===== config.mk =====
export PLATFORM = sky130hd
export DESIGN_NAME = idea_round
export DESIGN_NICKNAME = d
export VERILOG_FILES = /design/src/design/idea_pkg.sv /design/src/design/idea_round.sv
export SDC_FILE = /design/constraint.sdc
export NUM_CORES = 2
export LEC_CHECK = 0
export ABC_AREA = 1
export BUFFER_PORTS_ARGS = -buffer_cell sky130_fd_sc_hd__buf_2
export CAP_MARGIN = 10
export CORE_MARGIN = 2
export CORE_UTILIZATION = 58
export DETAILED_ROUTE_END_ITERATION = 16
export GPL_ROUTABILITY_DRIVEN = 0
export PLACE_DENSITY_LB_ADDON = 0.08
export SETUP_SLACK_MARGIN = 0.2
export SLEW_MARGIN = 25
export SYNTH_ARGS = -nofsm -noshare
export SYNTH_HDL_FRONTEND = slang
export SYNTH_SLANG_ARGS = --single-unit

===== constraint.sdc =====
create_clock -name clock -period 10.8 [get_ports clock]
set_input_delay 0.54 -clock clock [delete_from_list [all_inputs] [get_ports clock]]
set_output_delay 0.54 -clock clock [all_outputs]
set_load 0.1 [all_outputs]

===== src/design/idea_pkg.sv =====
// Shared types, constants and the modulo 65537 multiply for the IDEA cipher.
`default_nettype none
package idea_pkg;
   localparam int ROUNDS_DEF  = 8;
   localparam int WORD_W      = 16;
   localparam int BLOCK_W     = 64;
   localparam int KEY_W       = 64;
   localparam int KEY_FULL_W  = 128;
   localparam int ROT_STEP    = 25;
   localparam int WORDS_PER_ROT = 8;
   localparam int KEYS_PER_ROUND = 6;
   localparam int INV_STEPS   = 16;
   localparam int CSR_INDEX_W = 2;

   localparam logic [CSR_INDEX_W-1:0] REG_KEY_HIGH = 2'd0;
   localparam logic [CSR_INDEX_W-1:0] REG_KEY_LOW  = 2'd1;

   typedef logic [WORD_W-1:0] word_type;
   // word 3 is the first (most significant) word of the block
   typedef logic [3:0][WORD_W-1:0] block_type;
   typedef logic [KEYS_PER_ROUND-1:0][WORD_W-1:0] round_keys_type;
   typedef logic [3:0][WORD_W-1:0] final_keys_type;

   // multiply modulo 65537, a zero word stands for 65536
   function automatic word_type mulm(input word_type a, input word_type b);
      logic [2*WORD_W-1:0] p;
      word_type lo;
      word_type hi;
      word_type r;
      p  = a * b;
      lo = p[WORD_W-1:0];
      hi = p[2*WORD_W-1:WORD_W];
      if (a == '0) begin
         r = word_type'(1) - b;
      end else if (b == '0) begin
         r = word_type'(1) - a;
      end else begin
         r = lo - hi + {{(WORD_W-1){1'b0}}, (lo < hi)};
      end
      return r;
   endfunction
endpackage
`default_nettype wire


===== src/design/idea_round.sv =====
// One IDEA round cell: three pipeline stages split at each multiply.
`default_nettype none
module idea_round import idea_pkg::*; (
   input  wire logic           clock,
   input  wire logic           reset,
   input  wire logic           in_valid,
   output logic                in_ready,
   input  wire logic           in_mode,
   input  wire block_type      in_block,
   input  wire round_keys_type enc_key,
   input  wire round_keys_type dec_key,
   output logic                out_valid,
   input  wire logic           out_ready,
   output logic                out_mode,
   output block_type           out_block
);
   logic      v1_ff, v2_ff, v3_ff;
   logic      r1, r2, r3;
   logic      m1_ff, m2_ff, m3_ff;
   word_type  a1_ff, b1_ff, c1_ff, d1_ff;
   word_type  a1_in, b1_in, c1_in, d1_in;
   word_type  a2_ff, b2_ff, c2_ff, d2_ff, t2_ff, t2_in;
   block_type x3_ff, x3_in;
   round_keys_type k1, k2, k3;
   word_type  u, v;

   assign r3 = !v3_ff || out_ready;
   assign r2 = !v2_ff || r3;
   assign r1 = !v1_ff || r2;

   always_comb begin
      k1    = in_mode ? dec_key : enc_key;
      a1_in = mulm(in_block[3], k1[0]);
      b1_in = in_block[2] + k1[1];
      c1_in = in_block[1] + k1[2];
      d1_in = mulm(in_block[0], k1[3]);
      k2    = m1_ff ? dec_key : enc_key;
      t2_in = mulm(a1_ff ^ c1_ff, k2[4]);
      k3    = m2_ff ? dec_key : enc_key;
      u     = mulm((b2_ff ^ d2_ff) + t2_ff, k3[5]);
      v     = t2_ff + u;
      x3_in = {a2_ff ^ u, c2_ff ^ u, b2_ff ^ v, d2_ff ^ v};
   end

   always_ff @(posedge clock) begin
      if (reset) begin
         v1_ff <= 1'b0;
         v2_ff <= 1'b0;
         v3_ff <= 1'b0;
      end else begin
         if (r1) v1_ff <= in_valid;
         if (r2) v2_ff <= v1_ff;
         if (r3) v3_ff <= v2_ff;
      end
      if (r1) begin
         m1_ff <= in_mode;
         a1_ff <= a1_in;
         b1_ff <= b1_in;
         c1_ff <= c1_in;
         d1_ff <= d1_in;
      end
      if (r2) begin
         m2_ff <= m1_ff;
         a2_ff <= a1_ff;
         b2_ff <= b1_ff;
         c2_ff <= c1_ff;
         d2_ff <= d1_ff;
         t2_ff <= t2_in;
      end
      if (r3) begin
         m3_ff <= m2_ff;
         x3_ff <= x3_in;
      end
   end

   assign in_ready  = r1;
   assign out_valid = v3_ff;
   assign out_mode  = m3_ff;
   assign out_block = x3_ff;
endmodule
`default_nettype wire


# == Word-level counts from Yosys, hierarchy flattened ==
# Cells that the tools add are included.
# word_totals
reg_bits,214
latch_bits,0
ram_bits,0
romBits,0
in_bits,261
output_inout_bits,67
elab_cells,78
mem_count,0
# op_classes
n_addsub,20
multipliers,4
div,0
n_lt_le_gt_ge,4
n_eq_ne,0
shifts,0
mux,11
bitwise_logic,6
reduce_logical,14
# op_table
op,count
$logic_not 16->1,8
$mul 16x16->32,4
$mux 16,8
$sub 1x16->16 const A,8
$mux 96,1
$xor 16x16->16,6
$mux 80,1
$add 16x1->16,4
$add 16x16->16,4
$lt 16x16->1,4
$mux 64,1
$sub 16x16->16,4
$logic_not 1->1,3
$logic_or 1x1->1,3

# == Logic depth before layout (Yosys ltp) ==
# logic_depth
depth_word,9
depth_mapped,72
ltp_nobuf,72

# == Worst setup path before layout ==
# Ideal clock, no wire load.
# synth_timing
kind,flip-flop to flip-flop
from,reg b2_ff[0]
to,"reg x3_ff (netlist bit out_block[31]), data pin"
setup_time_ns,0.253
arrival_ns,11.329
required_time_ns,10.547
path_slack_ns,-0.782
stages_incl_launch_ff,71
path_buffers,1
period_less_slack_ns,11.582
cell_sequence,edfxtp_1 -> xor2_1 -> ha_1 -> fa_1 -> nand2_1 -> nand2_1 -> nand3b_1 -> nand2_1 -> nand2_1 -> nand2_1 -> nand2_1 -> nand2_2 -> inv_1 -> clkbuf_1 -> nand2_1 -> fa_1 -> fa_1 -> inv_1 -> (+35 left out) -> xor2_1 -> o21bai_1 -> nand2_1 -> inv_1 -> ha_1 -> nand2_1 -> nor3_1 -> nand2_1 -> o211ai_1 -> nand2_1 -> nand2_1 -> a21oi_1 -> o21ai_0 -> nand2_1 -> o21ai_0 -> nand3_1 -> nand3_1 -> nand2_1
# synth_lines
element,line,source
from (decl),idea_round.sv:22,"word_type a2_ff, b2_ff, c2_ff, d2_ff, t2_ff, t2_in;"
from (signal assigned),idea_round.sv:65,b2_ff <= b1_ff;
to (signal assigned),idea_round.sv:72,x3_ff <= x3_in;
to (decl),idea_round.sv:23,"block_type x3_ff, x3_in;"

==> impl_metrics.csv <==
group,metric,value,unit
clocking,clk_latency,0.55,ns
synth,yosys_warnings,0,
detailed_routing,drc,0,
outcome,status,"finished, violations left",
synth,synth.distinct_cells,66,
setup_path,cp.arrival,11.64,ns
synth,avgSynthCellArea,8.07,um2
floorplanning,ios,328,
detailed_routing,vias,46514,
global_route,grt_pass1_wl,260000,um
setup_path,cp-start-kind,"flop",
layout,nets,8892,
global_route,track_usage,36.3,%
setup_path,crit_family,"adder cells",
run,drv_cap,0,
synth,synth_edf_count,211,
setup_path,cpPeakStageDelay,0.54,ns
layout,finalNonFillerCells,8404,
setup_path,worstPathRequired,11.11,ns
timing,slew_headroom,31.4,%
timing,period_minus_slack,11.33,ns
clocking,numCtsBuffers,23,
layout,final_common_cell,"inv_1",
detailed_routing,wirelength,170000,um
detailed_routing,drt_iter0_drc,4417,
setup_path,critPathSlowestCell,"fa_1",
layout,drive_gt1_share,17.0,%
setup_path,end_kind,"flop",
placement,place_hpwl,144000,um
global_route,grt_pass1_vias,46927,
clocking,cts_tree,"done",
layout,final_cell_mix,"inv_1, nand2_1, fa_1",
timing,fin_skew,0.0178,ns
synth,synth_ff_type,"edfxtp_1",
min_path,hold_path.class,"primary input to flop",
timing,fin_hold_ws,0.187,ns
timing,rsz0062_at_grt,"true",
global_route,antenna_found_initial,3,
detailed_routing,ant_nets,0,
timing,clock.fmax,88.2,MHz
floorplanning,die_area,0.0933,mm2
placement,placed_cells,8324,
detailed_routing,firstDrtPassIters,6,
clocking,clock_path_buffers,3,
layout,synthToLayoutAreaGrowth,15.1,%
timing,worstMarginPinSlew,1.03,ns
global_route,grt_overflow,0,
timing,drv_slew,0,
setup_path,crit_fanout,7,
clocking,clkTransAtPathRegs,0.07,ns
placement,io_buffers,327,
global_route,grt_max_degree,82,
layout,fillCellCount,7661,
setup_path,critical_path_class,"flop to flop",
synth,synth_area,0.0527,mm2
detailed_routing,routedWlPerCell,20.2,um
synth,synth_seq_cells,214,
timing,setup_viol,24,
floorplanning,die_w,305,um
outcome,violations,"setup timing",
floorplanning,core_area,0.0900,mm2
clocking,cts_root_buf,"clkbuf_16",
timing,min_period_over_period,105,%
clocking,cts_max_level,1,
setup_path,cp.buffers_inverters,17,
timing,worst_slack,-0.535,ns
floorplanning,rows,110,
clocking,clkSinkCount,214,
timing,finalHoldViolations,0,
synth,async_flop_share,0,%
detailed_routing,via_per_inst,5.53,
synth,ys_seq_area_share,12.1,%
synth,syn-num-nets,8215,
synth,synthCells,6532,
floorplanning,die_y,305,um
floorplanning,start_util,58.5,%
## cell families (layout without fill, tap and decap cells)
kind of cell	Yosys count	after routing	share of synthesized area, %
simple gates	2303	2303	18.1
xor+xnor	327	327	5.49
other cells	0	3	0
buf+inv	1607	2300	11.7
compound gates	659	659	7.23
fa+ha+maj	1422	1422	45.3
flops	214	214	12.1
## cell usage after synthesis, types with 10 or more instances
library cell	number	area, um2
o21ai_2	24	210
a21oi_1	274	1370
clkbuf_1	131	492
o31ai_1	13	97.6
a21o_1	10	75.1
o211ai_1	23	173
nand3_1	147	736
nor2_2	11	68.8
nand4_1	30	188
inv_1	1393	5230
buf_6	14	158
o21ai_0	182	911
clkinv_1	16	60.1
buf_2	17	85.1
edfxtp_1	211	6340
o21bai_1	17	128
fa_1	812	16300
a21boi_0	11	82.6
nor3_1	40	200
xnor2_1	108	946
o21ai_1	21	105
nor2_1	574	2150
ha_1	610	7630
nand2_1	1356	5090
o21a_1	26	195
nand2_2	16	100
or2_1	16	100
xor2_1	217	1900
nor4_1	15	93.8
inv_2	20	75.1
or2_2	56	350
a31oi_1	19	119
## cell type report
cell class	count	area [um2]	share of cell area (%)
inverters	1431	5420	8.93
well taps	1176	1470	2.43
diodes	3	7.51	0.0124
repair buffers	828	5530	9.11
clock buffers	25	583	0.961
multi-input cells	4711	41100	67.8
clock inverters	16	143	0.235
flip-flops and latches	214	6400	10.5
## state kept, by name, summed over array words and instances (netlist names), 16 cells and up
signal,flops
c2_ff,16
b2_ff,16
a1_ff,16
a2_ff,16
out_block,64
b1_ff,16
d1_ff,16
t2_ff,16
d2_ff,16
c1_ff,16
## metrics by stage
step	instance area [um2]	util, %	setup slack (ns)	TNS, ns
after floorplan	52900	-	0.120	0
after global placement	58800	65.3	-0.394	-2.85
after detailed placement	58800	65.3	-0.680	-8.29
after CTS	60100	66.7	-0.301	-2.81
after global routing	60700	67.4	-1.16	-22.01
final	60700	67.4	-0.535	-6.09
## worst paths after layout
kind / start / endpoint / slack, ns / cells past startpoint
min: reset / v2_ff$_SDFFE_PP0P_ / 0.19 / 2
min reg2reg: d1_ff[13]$_DFFE_PP_ / d2_ff[13]$_DFFE_PP_ / 0.42 / 0
max: d2_ff[0]$_DFFE_PP_ / out_block[31]$_DFFE_PP_ / -0.53 / 60
max reg2reg: d2_ff[0]$_DFFE_PP_ / out_block[31]$_DFFE_PP_ / -0.53 / 60
## per-layer routing
| metal | global-route usage (%) | part of all wire [%] | wire length [um] |
|---|---|---|---|
| met4 | 18.0 | 5.9 | 10100 |
| met2 | 56.4 | 44 | 74400 |
| met5 | 0 | 0.0059 | 10 |
| met3 | 7.68 | 11 | 18000 |
| met1 | 48.3 | 40 | 67400 |
## what timing repair did
action | in CTS | in global routing
buffers inserted | 22 | 14
endpoints found under the setup margin | 28 | 61
hold buffers | 0 | 0
pin swaps | 62 | 36
gates resized for setup | 82 | 131
Power is left out: the tool's default activity adds up to more than one toggle a clock period on the data nets, which glitch-free logic cannot reach.
