===== config.mk =====
export PLATFORM = sky130hd
export DESIGN_NAME = idea_final
export DESIGN_NICKNAME = d
export VERILOG_FILES = /design/src/design/idea_pkg.sv /design/src/design/idea_final.sv
export SDC_FILE = /design/constraint.sdc
export NUM_CORES = 2
export LEC_CHECK = 0
export BUFFER_PORTS_ARGS = -buffer_cell sky130_fd_sc_hd__buf_4
export CORE_MARGIN = 3
export CORE_UTILIZATION = 35
export CTS_BUF_LIST = sky130_fd_sc_hd__clkbuf_8
export DETAILED_ROUTE_END_ITERATION = 6
export HOLD_SLACK_MARGIN = 0.06
export SYNTH_ARGS = -nofsm -noshare
export SYNTH_HDL_FRONTEND = slang
export SYNTH_SLANG_ARGS = --single-unit

===== constraint.sdc =====
create_clock -name clock -period 14.4 [get_ports clock]
set_input_delay 2.16 -clock clock [delete_from_list [all_inputs] [get_ports clock]]
set_output_delay 2.16 -clock clock [all_outputs]
set_load 0.02 [all_outputs]

===== src/design/idea_pkg.sv =====
// Shared types, constants and the modulo 65537 multiply for the IDEA cipher.
`default_nettype none
package idea_pkg;
   localparam int ROUNDS_DEF  = 8;
   localparam int WORD_W      = 16;
   localparam int BLOCK_W     = 64;
   localparam int KEY_W       = 64;
   localparam int KEY_FULL_W  = 128;
   localparam int ROT_STEP    = 25;
   localparam int WORDS_PER_ROT = 8;
   localparam int KEYS_PER_ROUND = 6;
   localparam int INV_STEPS   = 16;
   localparam int CSR_INDEX_W = 2;

   localparam logic [CSR_INDEX_W-1:0] REG_KEY_HIGH = 2'd0;
   localparam logic [CSR_INDEX_W-1:0] REG_KEY_LOW  = 2'd1;

   typedef logic [WORD_W-1:0] word_type;
   // word 3 is the first (most significant) word of the block
   typedef logic [3:0][WORD_W-1:0] block_type;
   typedef logic [KEYS_PER_ROUND-1:0][WORD_W-1:0] round_keys_type;
   typedef logic [3:0][WORD_W-1:0] final_keys_type;

   // multiply modulo 65537, a zero word stands for 65536
   function automatic word_type mulm(input word_type a, input word_type b);
      logic [2*WORD_W-1:0] p;
      word_type lo;
      word_type hi;
      word_type r;
      p  = a * b;
      lo = p[WORD_W-1:0];
      hi = p[2*WORD_W-1:WORD_W];
      if (a == '0) begin
         r = word_type'(1) - b;
      end else if (b == '0) begin
         r = word_type'(1) - a;
      end else begin
         r = lo - hi + {{(WORD_W-1){1'b0}}, (lo < hi)};
      end
      return r;
   endfunction
endpackage
`default_nettype wire


===== src/design/idea_final.sv =====
// Output transformation stage that also serves as the result register.
`default_nettype none
module idea_final import idea_pkg::*; (
   input  wire logic           clock,
   input  wire logic           reset,
   input  wire logic           in_valid,
   output logic                in_ready,
   input  wire logic           in_mode,
   input  wire block_type      in_block,
   input  wire final_keys_type enc_key,
   input  wire final_keys_type dec_key,
   output logic                out_valid,
   input  wire logic           out_ready,
   output block_type           out_block
);
   logic           v_ff;
   logic           rdy;
   block_type      y_ff, y_in;
   final_keys_type k;

   assign rdy = !v_ff || out_ready;

   always_comb begin
      k    = in_mode ? dec_key : enc_key;
      y_in = {mulm(in_block[3], k[0]), in_block[1] + k[1],
              in_block[2] + k[2], mulm(in_block[0], k[3])};
   end

   always_ff @(posedge clock) begin
      if (reset) begin
         v_ff <= 1'b0;
      end else if (rdy) begin
         v_ff <= in_valid;
      end
      if (rdy) begin
         y_ff <= y_in;
      end
   end

   assign in_ready  = rdy;
   assign out_valid = v_ff;
   assign out_block = y_ff;
endmodule
`default_nettype wire


### Word level (Yosys, flattened, before mapping)

Cells that the tools add are included.

* register bits after elaboration: 65
* input bits: 197
* output and inout port bits: 66
* word-level logic and storage cells: 30

* add/subtract/negate cells: 10
* $mul: 2
* magnitude comparators: 2
* multiplexer cells: 5
* reductions and logical operators: 6

Operator list (number)
* 16-bit zero test: 4
* 16-bit by 16-bit multiplier with 32-bit output: 2
* 16-bit 2-to-1 mux: 4
* 64-bit 2-to-1 mux: 1
* 1-bit by 16-bit subtractor with 16-bit output, first input constant: 4
* 16-bit by 1-bit adder with 16-bit output: 2
* 16-bit adder: 2
* 16-bit < comparator: 2
* 16-bit subtractor: 2
* 1-bit zero test: 1
* 1-bit logical OR: 1

### Depth between registers and ports, before layout

* depth in word-level cells: 6
* gate-level depth with buffers: 50

### Worst setup path before layout

Ideal clock, no wire load.

* path type: input to register
* from: in in_mode
* to: reg y_ff, in the netlist out_block[62], data pin
* arrival time: 12467 ps
* setup slack: 1663 ps
* stages on the path: 47
* path buffers: 6
* cells stage by stage: buf_6 > buf_2 > buf_2 > buf_2 > buf_2 > mux2_2 > clkbuf_1 > nand2_1 > fa_1 > fa_1 > inv_1 > ha_1 > fa_1 > fa_1 > inv_1 > fa_1 > inv_1 > ha_1 > (+11 left out) > nor2b_1 > o21ai_0 > a41o_1 > a41oi_1 > o41ai_1 > ha_1 > inv_1 > ha_1 > fa_1 > a21oi_1 > o21bai_1 > a2111oi_0 > nor3_1 > nor3_1 > o41ai_1 > xor2_1 > a211oi_1 > a21oi_1

RTL lines
* from (decl): RTL line idea_final.sv:8 `input wire logic in_mode,`
* to (signal assigned): RTL line idea_final.sv:36 `y_ff <= y_in;`
* to (decl): RTL line idea_final.sv:18 `block_type y_ff, y_in;`

==> results_dict.tcl <==
set metrics [dict create \
    outcome "complete, no violations" \
    setup_viol 0 \
    number_of_enable_flip_flop_cells_after_synthesis 64 \
    crit_arrival_ns 13.19 \
    die_width_um 272 \
    slew-limit-headroom_pct 44.8 \
    netlist_instances 2829 \
    cts_tree "yes" \
    dr.first_iter.drc_count 1242 \
    avgRoutedWirePerCell_um 18.0 \
    cp.buffers_inverters 7 \
    cts_inserted_buffers 9 \
    rsz_0062_raised_after_global_routing "no" \
    cts_resized 0 \
    cts.reportedPaths.clkPinSlew_ns 0.09 \
    hp-class "flop to flop" \
    die_h_um 272 \
    synth_cell_types 69 \
    worst_hold_startpoint "out_valid" \
    synth_to_layout_area_growth_pct 12.0 \
    grt_max_degree 59 \
    place.detailed.instances 3915 \
    fmax_mhz 76.7 \
    rrSetupSlack_ns 12.73 \
    finalCoreUtilization_pct 39.9 \
    cts_buffer_depth 2 \
    start_util_pct 35.6 \
    mappedNetlistArea_um2 24700 \
    cts_post_setup_buffers_inserted 0 \
    crit_slowest_cell "sky130_fd_sc_hd__mux2_2" \
    cts.hold.buffers_added 0 \
    synth_top_cell_area_share_pct 33.0 \
    overall_die_area_um2 73800 \
    critical-path-top-cell-by-count "sky130_fd_sc_hd__fa_1" \
    cts_sinks 65 \
    first_pass_grt_wire_length_um 112000 \
    mappedNetlistNets 3737 \
    timing.max_cap.violations 0 \
    synth_area_leaders "sky130_fd_sc_hd__fa_1 33%, sky130_fd_sc_hd__ha_1 15%, sky130_fd_sc_hd__inv_1 8.2%, sky130_fd_sc_hd__edfxtp_1 7.8%, sky130_fd_sc_hd__nand2_1 5.5%" \
    pin_count 263 \
    fin_crit_ns 13.04 \
    startpoint_of_the_lowest_slack_register_to_register_path "out_valid" \
    clock_tree.root_cell "sky130_fd_sc_hd__clkbuf_8" \
    setup_tns_ns 0 \
    synth.largest_area_cell "sky130_fd_sc_hd__fa_1" \
    first_global_vias 19900 \
    htree_num_levels 3 \
    final_common_cell "sky130_fd_sc_hd__inv_1" \
    reg2reg_depth 2 \
    timing_worst_slew_pin_value_ns 0.818 \
    crit_path_max_fanout 58 \
    drive_above_1_share_pct 11.9 \
    track_usage_pct 19.2 \
    timing.final.ws_setup_ns 1.36 \
    hold_path_cell_cnt 2 \
    drt-vias-per-instance 4.99 \
    critical_path.reg2reg.endpoint "out_block[50]" \
    worst-setup-path-type "input port to flop" \
    clkLatencyLatePin_ns 0.42 \
    final_cell_count_no_fill 3932 \
    min_delay_worst_endpoint "out_valid" \
    layout_common_cells "544 x sky130_fd_sc_hd__inv_1, 407 x sky130_fd_sc_hd__fa_1, 359 x sky130_fd_sc_hd__nand2_1" \
    slowest_delay_ns 0.66 \
    synth-seq-cells 65 \
    gr-total-overflow 0 \
    place.detailed.hpwl_um 57600 \
    total_vias_in_the_final_route 19600 \
    place.gp.congestion 0.856 \
    io_buffer_count 262 \
    critical_path_required_ns 14.55 \
    synthesis.area_per_instance_um2 8.73 \
    coreArea_um2 69300 \
    yosys_most_used_dff "sky130_fd_sc_hd__edfxtp_1" \
    routed_wirelength_um 70700 \
    detailedPlace.worstSlack_ns 0.970 \
    share_of_synthesized_area_occupied_by_flip_flops_and_latches_pct 7.86 \
    placement_rows 96 \
    finClkSkew_ns 0.0185 \
    final_hold_viol_count 0 \
    critical_path_cell_count 46 \
    report.final.slew_viol_count 0 \
    crit_path_start_kind "input port" \
    fin_crit_sh_pct 90.6 \
    crit_family "adder cells" \
    final_nets 3903 \
    remaining_drc_errors 0 \
    detail-route-antenna-nets 0 \
    end_kind "flop" \
    synthesis.yosys.warnings 0 \
    fillerInstances 6993 \
    proportion_of_synthesized_flip_flops_having_asynchronous_set_or_reset_pct 0 \
    dr.pass1.iters 5 \
    antenna_found_initial 1 \
]
## through the flow
stage	area [um^2]	hold WS, ns
floorplan	24700	2.15
global placement	27500	0.726
detailed placement	27500	0.724
CTS	27700	0.734
global route	27700	0.760
finish	27700	0.729
## logic make-up (layout without fill, tap and decap cells)
kind of cell,Yosys count,count (layout),synth area share [%]
flops,65,65,7.86
simple gates,847,847,16.4
xor+xnor,159,159,5.64
buf+inv,663,834,10.2
other cells,0,1,0
mux,77,77,3.41
compound gates,307,307,8.18
fa+ha+maj,711,711,48.4
## cells in the mapped netlist (3+ instances only)
| cell type | n |
|---|---|
| sky130_fd_sc_hd__a2111oi_0 | 3 |
| sky130_fd_sc_hd__a211o_1 | 3 |
| sky130_fd_sc_hd__a211oi_1 | 22 |
| sky130_fd_sc_hd__a21boi_0 | 4 |
| sky130_fd_sc_hd__a21o_1 | 30 |
| sky130_fd_sc_hd__a21oi_1 | 100 |
| sky130_fd_sc_hd__a31oi_1 | 12 |
| sky130_fd_sc_hd__a41o_1 | 4 |
| sky130_fd_sc_hd__and2_1 | 169 |
| sky130_fd_sc_hd__and3_1 | 4 |
| sky130_fd_sc_hd__buf_1 | 14 |
| sky130_fd_sc_hd__buf_2 | 14 |
| sky130_fd_sc_hd__clkbuf_1 | 88 |
| sky130_fd_sc_hd__edfxtp_1 | 64 |
| sky130_fd_sc_hd__fa_1 | 407 |
| sky130_fd_sc_hd__ha_1 | 304 |
| sky130_fd_sc_hd__inv_1 | 543 |
| sky130_fd_sc_hd__mux2_2 | 57 |
| sky130_fd_sc_hd__mux2i_1 | 20 |
| sky130_fd_sc_hd__nand2_1 | 359 |
| sky130_fd_sc_hd__nand2b_1 | 21 |
| sky130_fd_sc_hd__nand3_1 | 31 |
| sky130_fd_sc_hd__nand3b_1 | 5 |
| sky130_fd_sc_hd__nor2_1 | 121 |
| sky130_fd_sc_hd__nor2b_1 | 57 |
| sky130_fd_sc_hd__nor3_1 | 41 |
| sky130_fd_sc_hd__nor4_1 | 7 |
| sky130_fd_sc_hd__o2111ai_1 | 3 |
| sky130_fd_sc_hd__o211ai_1 | 4 |
| sky130_fd_sc_hd__o21a_1 | 12 |
| sky130_fd_sc_hd__o21ai_0 | 53 |
| sky130_fd_sc_hd__o21ai_1 | 3 |
| sky130_fd_sc_hd__o21bai_1 | 17 |
| sky130_fd_sc_hd__o31ai_1 | 4 |
| sky130_fd_sc_hd__o41ai_1 | 10 |
| sky130_fd_sc_hd__or2_2 | 4 |
| sky130_fd_sc_hd__or3_1 | 15 |
| sky130_fd_sc_hd__or4_1 | 5 |
| sky130_fd_sc_hd__xnor2_1 | 100 |
| sky130_fd_sc_hd__xor2_1 | 59 |
## worst max-delay path by stage
stage	startpoint	endpoint	slack (ns)
after floorplan	in_mode	out_block[62]	1.66
after global placement	in_mode	out_block[62]	1.23
after detailed placement	in_mode	out_block[62]	0.97
after CTS	in_mode	out_block[62]	1.40
after global routing	in_mode	out_block[62]	0.54
final	in_mode	out_block[62]	1.36
## per-layer routing
layer | global-route usage, % | share of wire [%] | up-vias
met4 | 3.93 | 1.6 | 0
met5 | 0 | 0 | -
met2 | 31.4 | 46 | 551
met3 | 2.62 | 6.3 | 58
met1 | 27.2 | 46 | 9801
li1 | - | - | 9192
## final cells by class
type	instances	area, um^2	area share, %
antenna	1	2.50	0.00905
clock buffer	9	124	0.448
clock inverter	7	62.6	0.226
inverter	546	2050	7.41
multi-input combinational	2101	20300	73.3
sequential	65	1940	7.02
tap	931	1160	4.21
timing repair buffer	272	2040	7.38
## registers in the layout (all words and copies together) (netlist names)
name,flops
out_block,64
out_valid,1
## worst register-to-register path, delay by kind of cell, from the launching register on
kind	cells	cell delay (ns)
simple gates	1	0.25
buf+inv	1	0.69
flops	1	0.34
Power is not shown: default switching activity piles up to over one toggle a cycle in this logic, so the estimate is an artifact.
